File: config.mk
export PLATFORM = sky130hd
export DESIGN_NAME = ps2_mouse_packet_tracker_top
export DESIGN_NICKNAME = d
export VERILOG_FILES = /design/src/rtl/psmt_pkg.sv /design/src/rtl/psmt_cfg_regs.sv /design/src/rtl/psmt_core.sv /design/src/rtl/ps2_mouse_packet_tracker_top.sv
export VERILOG_INCLUDE_DIRS = /design/src /design/src/rtl
export SDC_FILE = /design/constraint.sdc
export NUM_CORES = 1
export LEC_CHECK = 0
export BUFFER_PORTS_ARGS = -buffer_cell sky130_fd_sc_hd__buf_4
export CAP_MARGIN = 20
export CORE_AREA = 4 4 98 137
export DETAILED_ROUTE_END_ITERATION = 16
export DIE_AREA = 0 0 102 141
export PLACE_DENSITY = 0.72
export SYNTH_ARGS = -nofsm -noshare
export SYNTH_HDL_FRONTEND = slang
export SYNTH_SLANG_ARGS = --single-unit
File: constraint.sdc
create_clock -name clk -period 6.3 [get_ports clk]
set_clock_uncertainty 0.1 [all_clocks]
set_input_delay 0.63 -clock clk [delete_from_list [all_inputs] [get_ports clk]]
set_output_delay 0.63 -clock clk [all_outputs]
set_load 0.1 [all_outputs]
File: src/rtl/assert_macros.svh
// ----------------------------------------------------------------------------
// assert_macros.svh
// Assertion helpers shared by the tracker RTL. All checks sample on clk.
// ----------------------------------------------------------------------------
`ifndef ASSERT_MACROS_SVH
`define ASSERT_MACROS_SVH

// Concurrent check, masked while rst_n is low
`define PSMT_ASSERT(label, prop, msg) \
  label: assert property (@(posedge clk) disable iff (!rst_n) prop) else $error(msg);

// Concurrent check that also holds during reset
`define PSMT_ASSERT_ALWAYS(label, prop, msg) \
  label: assert property (@(posedge clk) prop) else $error(msg);

`endif

File: src/rtl/psmt_pkg.sv
// ----------------------------------------------------------------------------
// psmt_pkg
// Shared types and constants for the PS/2 mouse packet tracker.
// ----------------------------------------------------------------------------
`default_nettype none

package psmt_pkg;

  // Configuration register file
  localparam int CFG_W      = 11;
  localparam int CFG_ADDR_W = 3;
  localparam int CFG_DATA_W = 32;
  localparam int REG_IDX_W  = 1;

  localparam logic [REG_IDX_W-1:0] REG_SCREEN_WIDTH  = 1'b0;
  localparam logic [REG_IDX_W-1:0] REG_SCREEN_HEIGHT = 1'b1;

  localparam logic [CFG_W-1:0] SCREEN_WIDTH_RST  = 11'd320;
  localparam logic [CFG_W-1:0] SCREEN_HEIGHT_RST = 11'd200;

  // Pointer position after reset
  localparam int CURSOR_X_RST = 160;
  localparam int CURSOR_Y_RST = 100;

  // Header byte bit positions
  localparam int HDR_BTN_LO = 0;
  localparam int HDR_BTN_HI = 2;
  localparam int HDR_SYNC   = 3;
  localparam int HDR_XSIGN  = 4;
  localparam int HDR_YSIGN  = 5;

  localparam int BTN_W = 3;

  // Packet byte position
  typedef enum logic [1:0] {
    PH_HEADER = 2'd0,
    PH_XMOVE  = 2'd1,
    PH_YMOVE  = 2'd2
  } phase_t;

  // Per-transaction status flags
  typedef struct packed {
    logic packet_done;
    logic byte_discarded;
  } result_flags_t;

endpackage

`default_nettype wire

File: src/rtl/psmt_cfg_regs.sv
// ----------------------------------------------------------------------------
// psmt_cfg_regs
// APB-style register file holding the screen width and height.
// ----------------------------------------------------------------------------
`default_nettype none

module psmt_cfg_regs (
  input  wire logic                             clk,
  input  wire logic                             rst_n,
  input  wire logic                             psel,
  input  wire logic                             penable,
  input  wire logic                             pwrite,
  input  wire logic [psmt_pkg::CFG_ADDR_W-1:0]  paddr,
  input  wire logic [psmt_pkg::CFG_DATA_W-1:0]  pwdata,
  output logic      [psmt_pkg::CFG_DATA_W-1:0]  prdata,
  output logic                                  pready,
  output logic      [psmt_pkg::CFG_W-1:0]       screen_width,
  output logic      [psmt_pkg::CFG_W-1:0]       screen_height
);

  logic [psmt_pkg::CFG_W-1:0]     width_r;
  logic [psmt_pkg::CFG_W-1:0]     height_r;
  logic [psmt_pkg::REG_IDX_W-1:0] reg_idx;
  logic                           wr_en;

  // Word address selects the register
  assign reg_idx = paddr[2];
  assign wr_en   = psel & penable & pwrite;
  assign pready  = 1'b1;

  // Register writes
  always_ff @(posedge clk) begin
    if (!rst_n) begin
      width_r  <= psmt_pkg::SCREEN_WIDTH_RST;
      height_r <= psmt_pkg::SCREEN_HEIGHT_RST;
    end else if (wr_en) begin
      unique case (reg_idx)
        psmt_pkg::REG_SCREEN_WIDTH:  width_r  <= pwdata[psmt_pkg::CFG_W-1:0];
        psmt_pkg::REG_SCREEN_HEIGHT: height_r <= pwdata[psmt_pkg::CFG_W-1:0];
        default: ;
      endcase
    end
  end

  // Read mux
  always_comb begin
    unique case (reg_idx)
      psmt_pkg::REG_SCREEN_WIDTH:
        prdata = {{(psmt_pkg::CFG_DATA_W-psmt_pkg::CFG_W){1'b0}}, width_r};
      psmt_pkg::REG_SCREEN_HEIGHT:
        prdata = {{(psmt_pkg::CFG_DATA_W-psmt_pkg::CFG_W){1'b0}}, height_r};
      default:
        prdata = '0;
    endcase
  end

  assign screen_width  = width_r;
  assign screen_height = height_r;

endmodule

`default_nettype wire

File: src/rtl/psmt_core.sv
// ----------------------------------------------------------------------------
// psmt_core
// Packet phase tracking, delta decode and clamped pointer update.
// ----------------------------------------------------------------------------
`default_nettype none

`include "assert_macros.svh"

module psmt_core #(
  parameter int COORD_BITS = 10
) (
  input  wire logic                         clk,
  input  wire logic                         rst_n,
  input  wire logic                         advance,
  input  wire logic [7:0]                   rx_byte,
  input  wire logic [psmt_pkg::CFG_W-1:0]   screen_width,
  input  wire logic [psmt_pkg::CFG_W-1:0]   screen_height,
  output logic      [COORD_BITS-1:0]        pos_x,
  output logic      [COORD_BITS-1:0]        pos_y,
  output logic      [psmt_pkg::BTN_W-1:0]   buttons,
  output psmt_pkg::result_flags_t           flags
);

  // Signed working width: covers cursor +/- 256 and the 11-bit size
  localparam int SUM_W = (COORD_BITS + 2 > psmt_pkg::CFG_W + 2) ?
                         COORD_BITS + 2 : psmt_pkg::CFG_W + 2;
  localparam logic signed [SUM_W-1:0] COORD_LIMIT = SUM_W'(1) << COORD_BITS;

  psmt_pkg::phase_t           phase_r, phase_nxt;
  logic [7:0]                 header_r, header_nxt;
  logic [7:0]                 xmove_r, xmove_nxt;
  logic [COORD_BITS-1:0]      cur_x_r, cur_x_nxt;
  logic [COORD_BITS-1:0]      cur_y_r, cur_y_nxt;
  logic [psmt_pkg::BTN_W-1:0] btn_r, btn_nxt;
  psmt_pkg::result_flags_t    flags_c;

  logic signed [SUM_W-1:0]    dx_w, dy_w;
  logic signed [SUM_W-1:0]    sum_x, sum_y;
  logic signed [SUM_W-1:0]    lim_x, lim_y;
  logic [COORD_BITS-1:0]      clamp_x, clamp_y;

  // Effective axis size: zero acts as one, capped at the coordinate range
  function automatic logic signed [SUM_W-1:0] eff_size(
    input logic [psmt_pkg::CFG_W-1:0] size
  );
    logic signed [SUM_W-1:0] s;
    s = signed'({{(SUM_W-psmt_pkg::CFG_W){1'b0}}, size});
    if (size == '0) s = SUM_W'(1);
    if (s > COORD_LIMIT) s = COORD_LIMIT;
    return s;
  endfunction

  function automatic logic [COORD_BITS-1:0] clamp_axis(
    input logic signed [SUM_W-1:0] v,
    input logic signed [SUM_W-1:0] lim
  );
    logic signed [SUM_W-1:0] top;
    top = lim - SUM_W'(1);
    if (v < 0)
      return '0;
    else if (v >= lim)
      return top[COORD_BITS-1:0];
    else
      return v[COORD_BITS-1:0];
  endfunction

  // Nine-bit two's complement deltas, sign bits from the header
  assign dx_w = {{(SUM_W-8){header_r[psmt_pkg::HDR_XSIGN]}}, xmove_r};
  assign dy_w = {{(SUM_W-8){header_r[psmt_pkg::HDR_YSIGN]}}, rx_byte};

  // X adds, Y subtracts (rows grow downward)
  assign sum_x = signed'({{(SUM_W-COORD_BITS){1'b0}}, cur_x_r}) + dx_w;
  assign sum_y = signed'({{(SUM_W-COORD_BITS){1'b0}}, cur_y_r}) - dy_w;
  assign lim_x = eff_size(screen_width);
  assign lim_y = eff_size(screen_height);
  assign clamp_x = clamp_axis(sum_x, lim_x);
  assign clamp_y = clamp_axis(sum_y, lim_y);

  // Next packet phase
  always_comb begin
    unique case (phase_r)
      psmt_pkg::PH_XMOVE: phase_nxt = psmt_pkg::PH_YMOVE;
      psmt_pkg::PH_YMOVE: phase_nxt = psmt_pkg::PH_HEADER;
      default: begin
        phase_nxt = rx_byte[psmt_pkg::HDR_SYNC] ? psmt_pkg::PH_XMOVE
                                                : psmt_pkg::PH_HEADER;
      end
    endcase
  end

  // Datapath and flags per phase
  always_comb begin
    header_nxt = header_r;
    xmove_nxt  = xmove_r;
    cur_x_nxt  = cur_x_r;
    cur_y_nxt  = cur_y_r;
    btn_nxt    = btn_r;
    flags_c    = '0;
    unique case (phase_r)
      psmt_pkg::PH_XMOVE: begin
        xmove_nxt = rx_byte;
      end
      psmt_pkg::PH_YMOVE: begin
        btn_nxt   = header_r[psmt_pkg::HDR_BTN_HI:psmt_pkg::HDR_BTN_LO];
        cur_x_nxt = clamp_x;
        cur_y_nxt = clamp_y;
        flags_c.packet_done = 1'b1;
      end
      default: begin
        if (rx_byte[psmt_pkg::HDR_SYNC]) begin
          header_nxt = rx_byte;
        end else begin
          flags_c.byte_discarded = 1'b1;
        end
      end
    endcase
  end

  // State registers, updated once per transaction
  always_ff @(posedge clk) begin
    if (!rst_n) begin
      phase_r  <= psmt_pkg::PH_HEADER;
      header_r <= '0;
      xmove_r  <= '0;
      cur_x_r  <= COORD_BITS'(psmt_pkg::CURSOR_X_RST);
      cur_y_r  <= COORD_BITS'(psmt_pkg::CURSOR_Y_RST);
      btn_r    <= '0;
    end else if (advance) begin
      phase_r  <= phase_nxt;
      header_r <= header_nxt;
      xmove_r  <= xmove_nxt;
      cur_x_r  <= cur_x_nxt;
      cur_y_r  <= cur_y_nxt;
      btn_r    <= btn_nxt;
    end
  end

  assign pos_x   = cur_x_nxt;
  assign pos_y   = cur_y_nxt;
  assign buttons = btn_nxt;
  assign flags   = flags_c;

  // Checks
  `PSMT_ASSERT(a_flags_excl, !(flags_c.packet_done && flags_c.byte_discarded), "done and discard together")
  `PSMT_ASSERT(a_packet_wraps, (advance && phase_r == psmt_pkg::PH_YMOVE) |=> (phase_r == psmt_pkg::PH_HEADER), "phase did not return to header")
  `PSMT_ASSERT(a_btn_hold, (advance && !flags_c.packet_done) |=> $stable(btn_r), "buttons moved without a packet")
  `PSMT_ASSERT(a_drop_resync, (advance && flags_c.byte_discarded) |=> (phase_r == psmt_pkg::PH_HEADER && $stable(header_r)), "discarded byte left header phase")

endmodule

`default_nettype wire

File: src/rtl/ps2_mouse_packet_tracker_top.sv
// Flow: a byte accepted into the input register passes through the core into the
// result register, whose contents appear on out_*.
// Throughput: one byte per cycle unless out_stall holds a full result register; the
// phase and cursor update is a single registered pass from input to result register.
// Reset: synchronous active-low rst_n clears both pipeline valids, returns the
// phase to header search, sets the pointer to (160, 100) and the screen to 320x200.
// ----------------------------------------------------------------------------
// ps2_mouse_packet_tracker_top
// Assembles PS/2 mouse bytes into packets and tracks a clamped pointer.
// ----------------------------------------------------------------------------
`default_nettype none

module ps2_mouse_packet_tracker_top #(
  parameter int COORD_BITS = 10
) (
  input  wire logic                             clk,
  input  wire logic                             rst_n,
  // byte input channel
  input  wire logic                             in_valid,
  output logic                                  in_stall,
  input  wire logic [7:0]                       in_rx_byte,
  // result channel
  output logic                                  out_valid,
  input  wire logic                             out_stall,
  output logic      [COORD_BITS-1:0]            out_pos_x,
  output logic      [COORD_BITS-1:0]            out_pos_y,
  output logic      [psmt_pkg::BTN_W-1:0]       out_buttons,
  output logic                                  out_packet_done,
  output logic                                  out_byte_discarded,
  // configuration port
  input  wire logic                             psel,
  input  wire logic                             penable,
  input  wire logic                             pwrite,
  input  wire logic [psmt_pkg::CFG_ADDR_W-1:0]  paddr,
  input  wire logic [psmt_pkg::CFG_DATA_W-1:0]  pwdata,
  output logic      [psmt_pkg::CFG_DATA_W-1:0]  prdata,
  output logic                                  pready
);

  logic                       s1_valid_r, s1_valid_nxt;
  logic [7:0]                 s1_byte_r;
  logic                       in_fire;
  logic                       advance;
  logic                       out_valid_r, out_valid_nxt;
  logic [COORD_BITS-1:0]      pos_x_r, pos_y_r, pos_x_c, pos_y_c;
  logic [psmt_pkg::BTN_W-1:0] btn_r, btn_c;
  psmt_pkg::result_flags_t    flags_r, flags_c;
  logic [psmt_pkg::CFG_W-1:0] screen_width, screen_height;

  psmt_cfg_regs u_cfg (
    .clk           (clk),
    .rst_n         (rst_n),
    .psel          (psel),
    .penable       (penable),
    .pwrite        (pwrite),
    .paddr         (paddr),
    .pwdata        (pwdata),
    .prdata        (prdata),
    .pready        (pready),
    .screen_width  (screen_width),
    .screen_height (screen_height)
  );

  // Stage 1 moves on whenever the result register is free or draining
  assign advance  = s1_valid_r & (~out_valid_r | ~out_stall);
  assign in_stall = s1_valid_r & out_valid_r & out_stall;
  assign in_fire  = in_valid & ~in_stall;

  psmt_core #(
    .COORD_BITS (COORD_BITS)
  ) u_core (
    .clk           (clk),
    .rst_n         (rst_n),
    .advance       (advance),
    .rx_byte       (s1_byte_r),
    .screen_width  (screen_width),
    .screen_height (screen_height),
    .pos_x         (pos_x_c),
    .pos_y         (pos_y_c),
    .buttons       (btn_c),
    .flags         (flags_c)
  );

  // Valid bits for both stages
  always_comb begin
    s1_valid_nxt = s1_valid_r;
    if (in_fire) begin
      s1_valid_nxt = 1'b1;
    end else if (advance) begin
      s1_valid_nxt = 1'b0;
    end
    out_valid_nxt = out_valid_r;
    if (advance) begin
      out_valid_nxt = 1'b1;
    end else if (~out_stall) begin
      out_valid_nxt = 1'b0;
    end
  end

  always_ff @(posedge clk) begin
    if (!rst_n) begin
      s1_valid_r  <= 1'b0;
      out_valid_r <= 1'b0;
    end else begin
      s1_valid_r  <= s1_valid_nxt;
      out_valid_r <= out_valid_nxt;
    end
  end

  // Input byte register
  always_ff @(posedge clk) begin
    if (in_fire) begin
      s1_byte_r <= in_rx_byte;
    end
  end

  // Result register
  always_ff @(posedge clk) begin
    if (advance) begin
      pos_x_r <= pos_x_c;
      pos_y_r <= pos_y_c;
      btn_r   <= btn_c;
      flags_r <= flags_c;
    end
  end

  assign out_valid          = out_valid_r;
  assign out_pos_x          = pos_x_r;
  assign out_pos_y          = pos_y_r;
  assign out_buttons        = btn_r;
  assign out_packet_done    = flags_r.packet_done;
  assign out_byte_discarded = flags_r.byte_discarded;

endmodule

`default_nettype wire

* Word level (Yosys, flattened, before mapping)
Cells that the tools add are included.
W data, S select, Z words.
** Cells by class
- Add/subtract/negate cells :: 4
- Magnitude comparators :: 6
- Equal/unequal tests :: 3
- Multiplexer cells :: 20
- Bitwise logic cells :: 12
- Reduce and logical (&&, ||, !) cells :: 8
** Operators with widths (number)
- $pmux W32 S2 :: 1
- $mux W10 :: 6
- $mux W11 :: 4
- $ge A12 B12 Y1 :: 2
- $lt A12 B1 Y1 const B :: 2
- $gt A11 B11 Y1 const B :: 2
- $logic_not A11 Y1 :: 2
- $sub A10 B1 Y10 const B :: 2
- $add A11 B9 Y12 :: 1
- $sub A11 B9 Y12 :: 1
- $mux W1 :: 7
- $and A1 B1 Y1 :: 6
- $reduce_and A2 Y1 :: 3
- $not A1 Y1 :: 5
- $pmux W2 S2 :: 1
- $mux W3 :: 1
- $reduce_and A3 Y1 :: 1
- $eq A2 B1 Y1 const B :: 1
- $eq A2 B2 Y1 const B :: 1
- $ne A2 B1 Y1 const B :: 1
- $reduce_bool A2 Y1 :: 1
- $reduce_or A2 Y1 :: 1
- $or A1 B1 Y1 :: 1
** Word-level totals
- Bits in registers :: 96
- Bits of input ports :: 50
- Output and inout bits :: 60
- Logic and storage cells :: 69

* Depth between registers and ports, before layout
Gate-level depths: netlist (run 1).
- Word-level depth :: 8
- Depth in mapped cells :: 17
- Mapped depth without buffers :: 16

* Hierarchy
Synthesis (run 1) repeated with hierarchy kept, for this count alone.
** Unflattened totals
- Cells, all modules :: 668
- Area, all modules :: 6246.0 µm²
** Modules (own cells, without submodules)
- psmt_core :: times used 1, cells an instance 501, area an instance 3978.8 µm², sequential area each 760.7 µm²
- psmt_cfg_regs :: times used 1, cells an instance 126, area an instance 1192.4 µm², sequential area each 440.4 µm²
- ps2_mouse_packet_tracker_top :: times used 1, cells an instance 41, area an instance 1074.8 µm², sequential area each 1031.0 µm²

* Least setup slack after synthesis (run 1)
No wires, ideal clock.
- Path type :: input-to-output
- From :: input port paddr[2] (netlist bit)
- To :: output port prdata[10] (netlist bit)
- Arrival :: 2.980 ns
- Data required time :: 5.570 ns
- Setup slack :: 2.590 ns
- Stages :: 2
- Buffers on the path :: 1
- Cells stage by stage :: clkbuf_1 o21ai_0
** On the way
- Word-level cells in the longest chain between the ends :: 2
** RTL lines
- from (decl) :: RTL line ps2_mouse_packet_tracker_top.sv:34 : input wire logic [psmt_pkg::CFG_ADDR_W-1:0] paddr,
- $not A1 Y1 :: RTL line psmt_cfg_regs.sv:47 : unique case (reg_idx)
- $pmux W32 S2 (*) :: RTL line psmt_cfg_regs.sv:47
- to (decl) :: RTL line ps2_mouse_packet_tracker_top.sv:36 : output logic [psmt_pkg::CFG_DATA_W-1:0] prdata,
Every way passes the cells marked *; elsewhere a longest branch is shown, timed or not. The select of a mux whose other input is x is not followed.

* Worst setup path after layout (run 1)
- From :: register s1_byte_r[1]
- To :: register pos_y_r[5] (netlist: out_pos_y[5]), data pin
** On the way
- Word-level cells in the longest chain between the ends :: 5
- Elaborated cells on any way between the ends :: 6
- Classes of those cells :: add/sub (1); order compare (2); mux (3)
** RTL lines
- from (decl) :: RTL line ps2_mouse_packet_tracker_top.sv:41 : logic [7:0] s1_byte_r;
- from (signal assigned) :: RTL line ps2_mouse_packet_tracker_top.sv:113 : s1_byte_r <= in_rx_byte;
- $sub A11 B9 Y12 (*) :: RTL line psmt_core.sv:73 : assign sum_y = signed'({{(SUM_W-COORD_BITS){1'b0}}, cur_y_r}) - dy_w;
- $ge A12 B12 Y1 :: RTL line psmt_core.sv:61 : else if (v >= lim)
- $mux W10 :: RTL line psmt_core.sv:61
- $mux W10 (*) :: RTL line psmt_core.sv:59 : if (v < 0)
- $mux W10 (*) :: RTL line psmt_core.sv:99 : unique case (phase_r)
- named net pos_y_c[5] :: RTL line ps2_mouse_packet_tracker_top.sv:45 : logic [COORD_BITS-1:0] pos_x_r, pos_y_r, pos_x_c, pos_y_c;
- to (signal assigned) :: RTL line ps2_mouse_packet_tracker_top.sv:121 : pos_y_r <= pos_y_c;
- to (decl) :: RTL line ps2_mouse_packet_tracker_top.sv:45
Mark *: on every way through the listed nets, which the timed path passes. The rest lies on a longest branch.
A chain may end at the register's enable or synchronous reset.

==> reports/qor.txt, run 1 <==
Clock Latency Late Sink - 0.35 ns
antenna violations before repair - 0
Startpoint Class - flop
Slew @ Worst Pin - 1.00 ns
Core ar. - 12,300 sq um
largest net degree at the start of global routing - 50
Cell Area, Synth - 6080 sq um
Leakage - 2.80 nW
Reg power frac - 43.1%
Port-buffer cells - 64
most frequent cell after synthesis - nand2_1
global placer's final weighted congestion - 0.889
Post-synth ARST share - 0%
ys flop type - dfxtp_1
Logic pwr share - 21.1%
Post-Syn Area per Cell - 9.04 sq um
Slew Limit Fails - 0
Die Footprint - 14,400 sq um
final hold viol count - 0
FF+latch count, synth - 95
drt pass-1 iters - 4
Final Cycle Share - 74.4%
Final Critical Period - 4.69 ns
DR iter-0 viols - 233
# IOs - 110
fin nets - 818
number of global-route vias before repair - 5,046
clk sinks - 95
total gr overflow - 0
top cells by count, synth - nand2_1 (110), dfxtp_1 (62), ha_1 (48), edfxtp_1 (33), inv_1 (28)
Die Y-Extent - 141 um
setup repair bufs after CTS - 0
Clock transition at path regs - 0.07 ns
area added between synthesis and finish - 13.1%
WP buf/inv - 1
wire per inst - 17.5 um
H-tree levels - 3
Critical Path AT - 4.67 ns
row count - 48
CTS buffer count - 9
peak per-stage delay on the critical path - 0.82 ns
kind of critical path - flop to flop
hold-fix buffers at CTS - 0
Slew headroom - 32.6%
Post-Synthesis Cells - 673
Synth cell types - 67
delay-heaviest family, CP - compound AO/OA/AOI/OAI gates
routed via count - 5,079
All-Layer GR Usage - 21.4%
Max FO, Critical Path - 11
synth top area cells - dfxtp_1 (20%), edfxtp_1 (16%), ha_1 (9.9%), nand2_1 (6.8%), mux2i_1 (3.5%)
maxcap violations - 0
CTS max path bufs - 2
Setup violations, final - 0
register area share after synthesis - 36.7%
crit-path cells - inv_1, ha_1, nor2b_1, o31ai_1, a211oi_1, a211oi_1, ha_1, a2111oi_0, o21ai_1, o21ai_1, mux2i_1, o2bb2ai_1
Hold WS - 0.350 ns
layout cell share with drive strength beyond 1 - 15.1%
status - finished clean
Req. time, crit path - 6.29 ns
Die Span X - 102 um
Min-Delay Path Class - flop to flop
RSZ-0062 raised after global routing - false
Avg Vias per Cell - 5.82
warnings from Yosys - 0
Post-DP HPWL - 11,500 um
final setup TNS - 0 ns
P_int - 1.05 mW
clock share of power - 35.8%
wirelength, routed - 15,300 um
FMAX - 213 MHz
initial core utilization - 49.6%
highest-delay cell along the critical path - o21ai_1
NetSw - 0.488 mW
Power Dens Cells - 224 nW/um^2
clock tree from TritonCTS - done
crit path capture type - flop
Worst VDD drop - 125 uV
Synth top area share - 20.4%
Post-synth EDFFs - 33
Post-DRT Antenna Nets - 0
n_diodes - 0
Switching Share - 31.7%
CTS Root Cell - clkbuf_16
Yosys top cell by area - dfxtp_1
DRC - 0
cts repair resizes - 0
first-pass GRT wire length - 24,300 um
state kept, by name, summed over array words and instances (netlist names), 2 cells and up:
register             count
u_cfg.screen_height     11
u_cfg.screen_width      11
out_pos_x               10
out_pos_y               10
u_core.cur_x_r          10
u_core.cur_y_r          10
s1_byte_r                8
u_core.xmove_r           8
u_core.header_r          5
out_buttons              3
u_core.btn_r             3
u_core.phase_r           2
worst paths after layout:
path	startpoint	depth (start not counted)	slack, ns	endpoint
worst min-delay path	u_core.cur_y_r[0]	2	0.35	u_core.cur_y_r[0]
worst min register to register	u_core.cur_y_r[0]	2	0.35	u_core.cur_y_r[0]
worst max register to register	s1_byte_r[1]	12	1.61	out_pos_y[5]
worst max-delay path	s1_byte_r[1]	12	1.61	out_pos_y[5]
placed cells by master (no fill, tap or decap), types with 22 or more instances in the layout:
cell type and instances:
nand2_1 110, buf_4 66, dfxtp_1 62, ha_1 48, edfxtp_1 33, inv_1 28, a21boi_0 25, nor2_1 22
conb_1 22
per-layer routing:
metal,up-vias,GRT usage [%],wire length [um]
met5,-,0,0
met3,39,3.17,516
met2,134,37.8,8110
met1,2437,24.4,6130
li1,2469,-,-
met4,0,10.8,563
logic make-up (layout without fill, tap and decap cells):
family / Yosys count / count (layout) / share of synthesized area, %
mux: 41 / 41 / 7.22
other cells: 2 / 22 / 0.124
flops: 95 / 95 / 36.7
simple gates: 219 / 219 / 16.9
buf+inv: 84 / 114 / 6.69
fa+ha+maj: 50 / 50 / 10.5
xor+xnor: 21 / 21 / 3.02
compound gates: 161 / 161 / 18.8
tightest hold or removal path, stage by stage, from the launching register on:
cell     delay, ns
dfxtp_1       0.31
nand2_1       0.05
o21ai_1       0.05
area by class of cell:
| type | instances | area (sq um) |
|---|---|---|
| inverters | 31 | 116 |
| multi-input cells | 514 | 3520 |
| clock inverters | 6 | 67.6 |
| well taps | 150 | 188 |
| fillers | 1099 | 5370 |
| clock buffers | 10 | 229 |
| repair buffers | 67 | 520 |
| flip-flops and latches | 95 | 2230 |
power by group through the flow:
stage / logic (mW) / clock network, mW / registers (mW)
after detailed placement: 0.323 / 0 / 0.677
after floorplan: 0.230 / 0 / 0.711
after global placement: 0.316 / 0 / 0.677
after global routing: 0.347 / 0.584 / 0.665
final: 0.325 / 0.552 / 0.663
after CTS: 0.324 / 0.561 / 0.663
per-stage QoR:
stage	cells	total power [mW]	worst slack, ns	area (sq um)	utilization (%)
after detailed placement	856	1.00	1.68	6560	53.5
after global routing	873	1.60	1.40	6880	56.1
after global placement	855	0.992	1.89	6550	53.5
final	873	1.54	1.61	6880	56.1
after CTS	872	1.55	1.66	6850	55.9
after floorplan	693	0.941	2.59	6160	-
No activity file was read; power rests on OpenSTA's default activity.
==> run 2: changes to the inputs <==
clock period = 4.8 ns   (was 6.3 ns; I/O delays follow)
==> run 2 against run 1 <==
  * Sequential power increased by 31%
  * Routed wire length decreased by 0.14%
  * Cell count increased by 0.23%
  * Global-route usage about the same
  * Non-clock buffer count increased by 2
  * Total power increased by 32%
  * Largest power group unchanged
  * Sequential share of layout area decreased by 0.094 points
==> reports/qor.txt, run 2 (synthesis results as in run 1) <==
drt pass-1 iters - 5 (was 4)
Slew headroom - 37.0% (was 32.6%)
initial core utilization - 49.6% (unchanged)
Fill cells - 1,110 (was 1,099)
DR WL met3 - 642 um (was 516 um)
Final Instance Count excl. Fillers - 875 (was 873)
antenna violations before repair - 0 (unchanged)
Post-DRT Antenna Nets - 0 (unchanged)
largest net degree at the start of global routing - 50 (unchanged)
Hold WS - 0.206 ns (was 0.350 ns)
routed via count - 5,060 (was 5,079)
delay-heaviest family, CP - compound AO/OA/AOI/OAI gates (unchanged)
Avg Vias per Cell - 5.78 (was 5.82)
commonest non-fill, non-tap cell in the layout - nand2_1 (unchanged)
wire per inst - 17.5 um (about the same)
hold-fix buffers at CTS - 0 (unchanged)
Leakage - 2.82 nW (was 2.80 nW)
Die Span X - 102 um (unchanged)
crit path capture type - flop (unchanged)
WP buf/inv - 1 (unchanged)
max layer used - met4 (unchanged)
DR iter-0 viols - 207 (was 233)
Slew @ Worst Pin - 0.942 ns (was 1.00 ns)
wirelength, routed - 15,300 um (about the same)
Die Footprint - 14,400 sq um (unchanged)
maxcap violations - 0 (unchanged)
CTS max path bufs - 2 (unchanged)
first-pass GRT wire length - 24,200 um (was 24,300 um)
row count - 48 (unchanged)
Post-DP HPWL - 11,600 um (was 11,500 um)
most frequent cells in the layout - nand2_1 (110), buf_4 (68), dfxtp_1 (62) (was nand2_1 (110), buf_4 (66), dfxtp_1 (62))
area added between synthesis and finish - 13.4% (was 13.1%)
number of global-route vias before repair - 4,946 (was 5,046)
Power Dens Cells - 295 nW/um^2 (was 224 nW/um^2)
Final Critical Period - 4.38 ns (was 4.69 ns)
Port-buffer cells - 64 (unchanged)
metal2 WL - 8330 um (was 8110 um)
setup repair bufs after CTS - 0 (unchanged)
Req. time, crit path - 4.81 ns (was 6.29 ns)
fin nets - 820 (was 818)
FMAX - 229 MHz (was 213 MHz)
Worst VDD drop - 146 uV (was 125 uV)
Clock Latency Late Sink - 0.35 ns (about the same)
RSZ-0062 raised after global routing - false (unchanged)
layout cell share with drive strength beyond 1 - 15.3% (was 15.1%)
crit-path cells - ha_1, a2111oi_0, o21ai_1, a41oi_1, xor2_1, ha_1, a2111oi_0, o21ai_1, a21oi_1, a21oi_1, buf_4, mux2_1, a31o_2 (was inv_1, ha_1, nor2b_1, o31ai_1, a211oi_1, a211oi_1, ha_1, a2111oi_0, o21ai_1, o21ai_1, mux2i_1, o2bb2ai_1)
clk sinks - 95 (unchanged)
CTS buffer count - 9 (unchanged)
Max FO, Critical Path - 13 (was 11)
Startpoint Class - flop (unchanged)
peak per-stage delay on the critical path - 0.59 ns (was 0.82 ns)
Final Cycle Share - 91.1% (was 74.4%)
number of cells on the critical path - 13 (was 12)
CTS Root Cell - clkbuf_16 (unchanged)
Die Y-Extent - 141 um (unchanged)
# IOs - 110 (unchanged)
global placer's final weighted congestion - 0.890 (was 0.889)
Min-Delay Path Class - input port to flop (was flop to flop)
DRC - 0 (unchanged)
hold path depth - 1 (was 2)
final hold viol count - 0 (unchanged)
Clock transition at path regs - 0.07 ns (about the same)
Slew Limit Fails - 0 (unchanged)
total gr overflow - 0 (unchanged)
All-Layer GR Usage - 21.4% (about the same)
cts repair resizes - 0 (unchanged)
clock tree from TritonCTS - done (unchanged)
Core ar. - 12,300 sq um (unchanged)
highest-delay cell along the critical path - a2111oi_0 (was o21ai_1)
Placed Cells - 858 (was 856)
Critical Path AT - 4.38 ns (was 4.67 ns)
FF-to-FF path depth - 13 (was 12)
H-tree levels - 3 (unchanged)
Setup violations, final - 0 (unchanged)
final setup TNS - 0 ns (unchanged)
Power Total - 2.04 mW (was 1.54 mW)
Finished Core Util - 56.3% (was 56.1%)
wire length on met1 - 5830 um (was 6130 um)
kind of critical path - flop to flop (unchanged)
status - finished clean (unchanged)
n_diodes - 0 (unchanged)
-- run 2: cell types whose count changed in the layout (fill, tap and decap cells not counted) --
cell and change:
inv_8 +1, buf_16 +1, clkbuf_16 -1, buf_4 +2
inv_6 -1
-- run 2: report_power, final --
| part | internal [mW] | switching [mW] | total (mW) |
|---|---|---|---|
| clock | 0.409 | 0.327 | 0.736 |
| sequential | 0.852 | 0.0190 | 0.871 |
| combinational | 0.126 | 0.305 | 0.431 |
| total | 1.39 | 0.651 | 2.04 |
-- run 2: path summary, 6_finish.rpt --
check | start | to | slack (ns)
setup reg to reg | u_core.cur_x_r[6] | out_pos_x[4] | 0.42
setup / recovery | u_core.cur_x_r[6] | out_pos_x[4] | 0.42
hold / removal | in_rx_byte[0] | s1_byte_r[0] | 0.21
hold reg to reg | u_core.cur_y_r[0] | u_core.cur_y_r[0] | 0.35
-- run 2: final cells by class --
class / instances / area [sq um] / share of cell area [%]
Clock buffer: 10 / 229 / 3.32
Clock inverter: 6 / 70.1 / 1.02
Inverter: 31 / 116 / 1.69
Multi-Input combinational cell: 514 / 3520 / 51.1
Sequential cell: 95 / 2230 / 32.4
Tap cell: 150 / 188 / 2.72
Timing Repair Buffer: 69 / 538 / 7.80
-- run 2: per-layer routing --
layer	vias to the layer above	GRT usage [%]
li1	2475	-
met1	2413	23.9
met2	130	38.8
met3	42	2.77
met4	0	10.5
met5	-	0
-- run 2: worst register-to-register path: stages (launching register included) --
cell	delay, ns
dfxtp_1	0.34
ha_1	0.35
a2111oi_0	0.59
o21ai_1	0.27
a41oi_1	0.32
xor2_1	0.29
ha_1	0.30
a2111oi_0	0.42
o21ai_1	0.11
a21oi_1	0.14
a21oi_1	0.05
buf_4	0.19
mux2_1	0.38
a31o_2	0.26
-- run 2: stage by stage --
stage | area, sq um | worst slack [ns]
finish | 6900 | 0.425
global route | 6900 | 0.204
CTS | 6870 | 0.586
detailed placement | 6570 | 0.655
global placement | 6570 | 0.771
floorplan | 6160 | 1.19
==> run 3: changes to the inputs <==
REMOVE_ABC_BUFFERS = 1   (was unset)
clock period = 4.45 ns   (was 4.8 ns; I/O delays follow)
==> run 3 against run 2 <==
  * Routed wire length fell by 0.46%
  * Die area did not move
  * Worst setup slack got worse by 0.18 ns
  * Hold slack got worse by 0.038 ns
  * Clock-buffer cell count fell by 1
  * Via count rose by 0.18%
  * Cell count fell by 0.11%
  * Clock power rose by 1%
  * Sequential power rose by 7.8%
  * Utilization fell by 0.28 points
  * Non-clock buffer count fell by 1
  * Largest cell class unchanged
==> reports/qor.txt, run 3 (synthesis results as in run 1) <==
clk sinks - 95 (unchanged)
Clock Latency Late Sink - 0.35 ns (about the same)
Clock transition at path regs - 0.07 ns (about the same)
Die Span X - 102 um (unchanged)
Critical Path AT - 4.29 ns (was 4.38 ns)
DR WL met3 - 604 um (was 642 um)
row count - 48 (unchanged)
commonest non-fill, non-tap cell in the layout - nand2_1 (unchanged)
CTS max path bufs - 2 (unchanged)
CTS Root Cell - clkbuf_16 (unchanged)
setup repair bufs after CTS - 0 (unchanged)
initial core utilization - 49.6% (unchanged)
Slew headroom - 36.9% (was 37.0%)
CTS buffer count - 9 (unchanged)
final cell area excluding filler cells - 6860 sq um (was 6900 sq um)
largest net degree at the start of global routing - 50 (unchanged)
clock share of power - 34.6% (was 36.1%)
Logic pwr share - 21.7% (was 21.1%)
Post-DP HPWL - 11,700 um (was 11,600 um)
number of global-route vias before repair - 4,974 (was 4,946)
kind of critical path - flop to flop (unchanged)
Die Footprint - 14,400 sq um (unchanged)
wire length on met1 - 5870 um (was 5830 um)
DRC - 0 (unchanged)
wire per inst - 17.4 um (was 17.5 um)
maxcap violations - 0 (unchanged)
Slew Limit Fails - 0 (unchanged)
NetSw - 0.708 mW (was 0.651 mW)
# IOs - 110 (unchanged)
DR iter-0 viols - 310 (was 207)
dpl ws - 0.117 ns (was 0.655 ns)
dpl cell area - 6560 sq um (was 6570 sq um)
wirelength, routed - 15,200 um (was 15,300 um)
H-tree levels - 3 (unchanged)
Post-DRT Antenna Nets - 0 (unchanged)
Worst VDD drop - 179 uV (was 146 uV)
Power Dens Cells - 313 nW/um^2 (was 295 nW/um^2)
Core ar. - 12,300 sq um (unchanged)
Hold WS - 0.168 ns (was 0.206 ns)
Req. time, crit path - 4.53 ns (was 4.81 ns)
Min-Delay Path Class - input port to flop (unchanged)
routed via count - 5,069 (was 5,060)
global placer's final weighted congestion - 0.873 (was 0.890)
n_diodes - 0 (unchanged)
status - finished clean (unchanged)
Reg power frac - 43.7% (was 42.7%)
final hold viol count - 0 (unchanged)
drt pass-1 iters - 5 (unchanged)
metal2 WL - 8080 um (was 8330 um)
Final Cycle Share - 94.5% (was 91.1%)
crit path capture type - flop (unchanged)
Setup violations, final - 0 (unchanged)
antenna violations before repair - 0 (unchanged)
max layer used - met4 (unchanged)
Leakage - 2.79 nW (was 2.82 nW)
total gr overflow - 0 (unchanged)
Startpoint Class - flop (unchanged)
All-Layer GR Usage - 21.2% (was 21.4%)
FMAX - 238 MHz (was 229 MHz)
first-pass GRT wire length - 24,100 um (was 24,200 um)
layout cell share with drive strength beyond 1 - 15.7% (was 15.3%)
Slew @ Worst Pin - 0.943 ns (was 0.942 ns)
clock tree from TritonCTS - done (unchanged)
fin nets - 819 (was 820)
final setup TNS - 0 ns (unchanged)
RSZ-0062 raised after global routing - false (unchanged)
Final Critical Period - 4.20 ns (was 4.38 ns)
P_int - 1.44 mW (was 1.39 mW)
Port-buffer cells - 64 (unchanged)
post-route setup slack - 0.246 ns (was 0.425 ns)
area added between synthesis and finish - 12.9% (was 13.4%)
Max FO, Critical Path - 11 (was 13)
Avg Vias per Cell - 5.80 (was 5.78)
most frequent cells in the layout - nand2_1 (110), buf_4 (68), dfxtp_1 (62) (unchanged)
Switching Share - 33.0% (was 32.0%)
Die Y-Extent - 141 um (unchanged)
## run 3: stage by stage
step | utilization, % | instances | power (mW)
finish | 56.0 | 874 | 2.15
floorplan | - | 640 | 1.31
CTS | 55.9 | 873 | 2.16
detailed placement | 53.6 | 857 | 1.42
global route | 56.0 | 874 | 2.22
global placement | 53.6 | 857 | 1.41
## run 3: path summary, 6_finish.rpt
check,cells past startpoint,from,end,slack (ns)
worst min-delay path,1,in_rx_byte[2],s1_byte_r[2],0.17
worst min register to register,2,u_core.cur_y_r[0],u_core.cur_y_r[0],0.36
worst max-delay path,16,s1_byte_r[0],out_pos_y[1],0.25
worst max register to register,16,s1_byte_r[0],out_pos_y[1],0.25
## run 3: final cells by class
| type | count | area [sq um] |
|---|---|---|
| clock buffer | 9 | 225 |
| sequential | 95 | 2230 |
| clock inverter | 7 | 56.3 |
| inverter | 31 | 116 |
| fill | 1109 | 5390 |
| tap | 150 | 188 |
| timing repair buffer | 68 | 510 |
| multi-input combinational | 514 | 3540 |
## run 3: worst max-delay path, cell delays in order (launching register included)
cell	delay (ns)
edfxtp_1	0.46
ha_1	0.27
fa_1	0.41
nor2b_1	0.17
o31a_1	0.21
o22ai_1	0.15
o21bai_1	0.17
a21oi_1	0.11
xnor2_1	0.16
ha_1	0.23
a2111oi_1	0.39
o21ai_1	0.16
o22a_1	0.21
o21ai_1	0.07
buf_4	0.22
mux2_2	0.38
o22ai_1	0.16
## run 3: timing repair
item,in CTS,in global routing
resized for setup,0,3
endpoints found under the setup margin,0,20
hold buffers,0,0
## run 3: power groups by stage
stage / clock network [mW] / logic (mW) / registers (mW)
after floorplan: 0 / 0.298 / 1.01
after global placement: 0 / 0.447 / 0.958
after detailed placement: 0 / 0.459 / 0.959
after CTS: 0.756 / 0.461 / 0.939
after global routing: 0.784 / 0.494 / 0.942
final: 0.744 / 0.466 / 0.939
## run 3: metal layers
| metal | up-vias | global-route usage (%) |
|---|---|---|
| li1 | 2470 | - |
| met1 | 2399 | 24.4 |
| met2 | 155 | 37.5 |
| met3 | 45 | 2.77 |
| met4 | 0 | 11.1 |
| met5 | - | 0 |
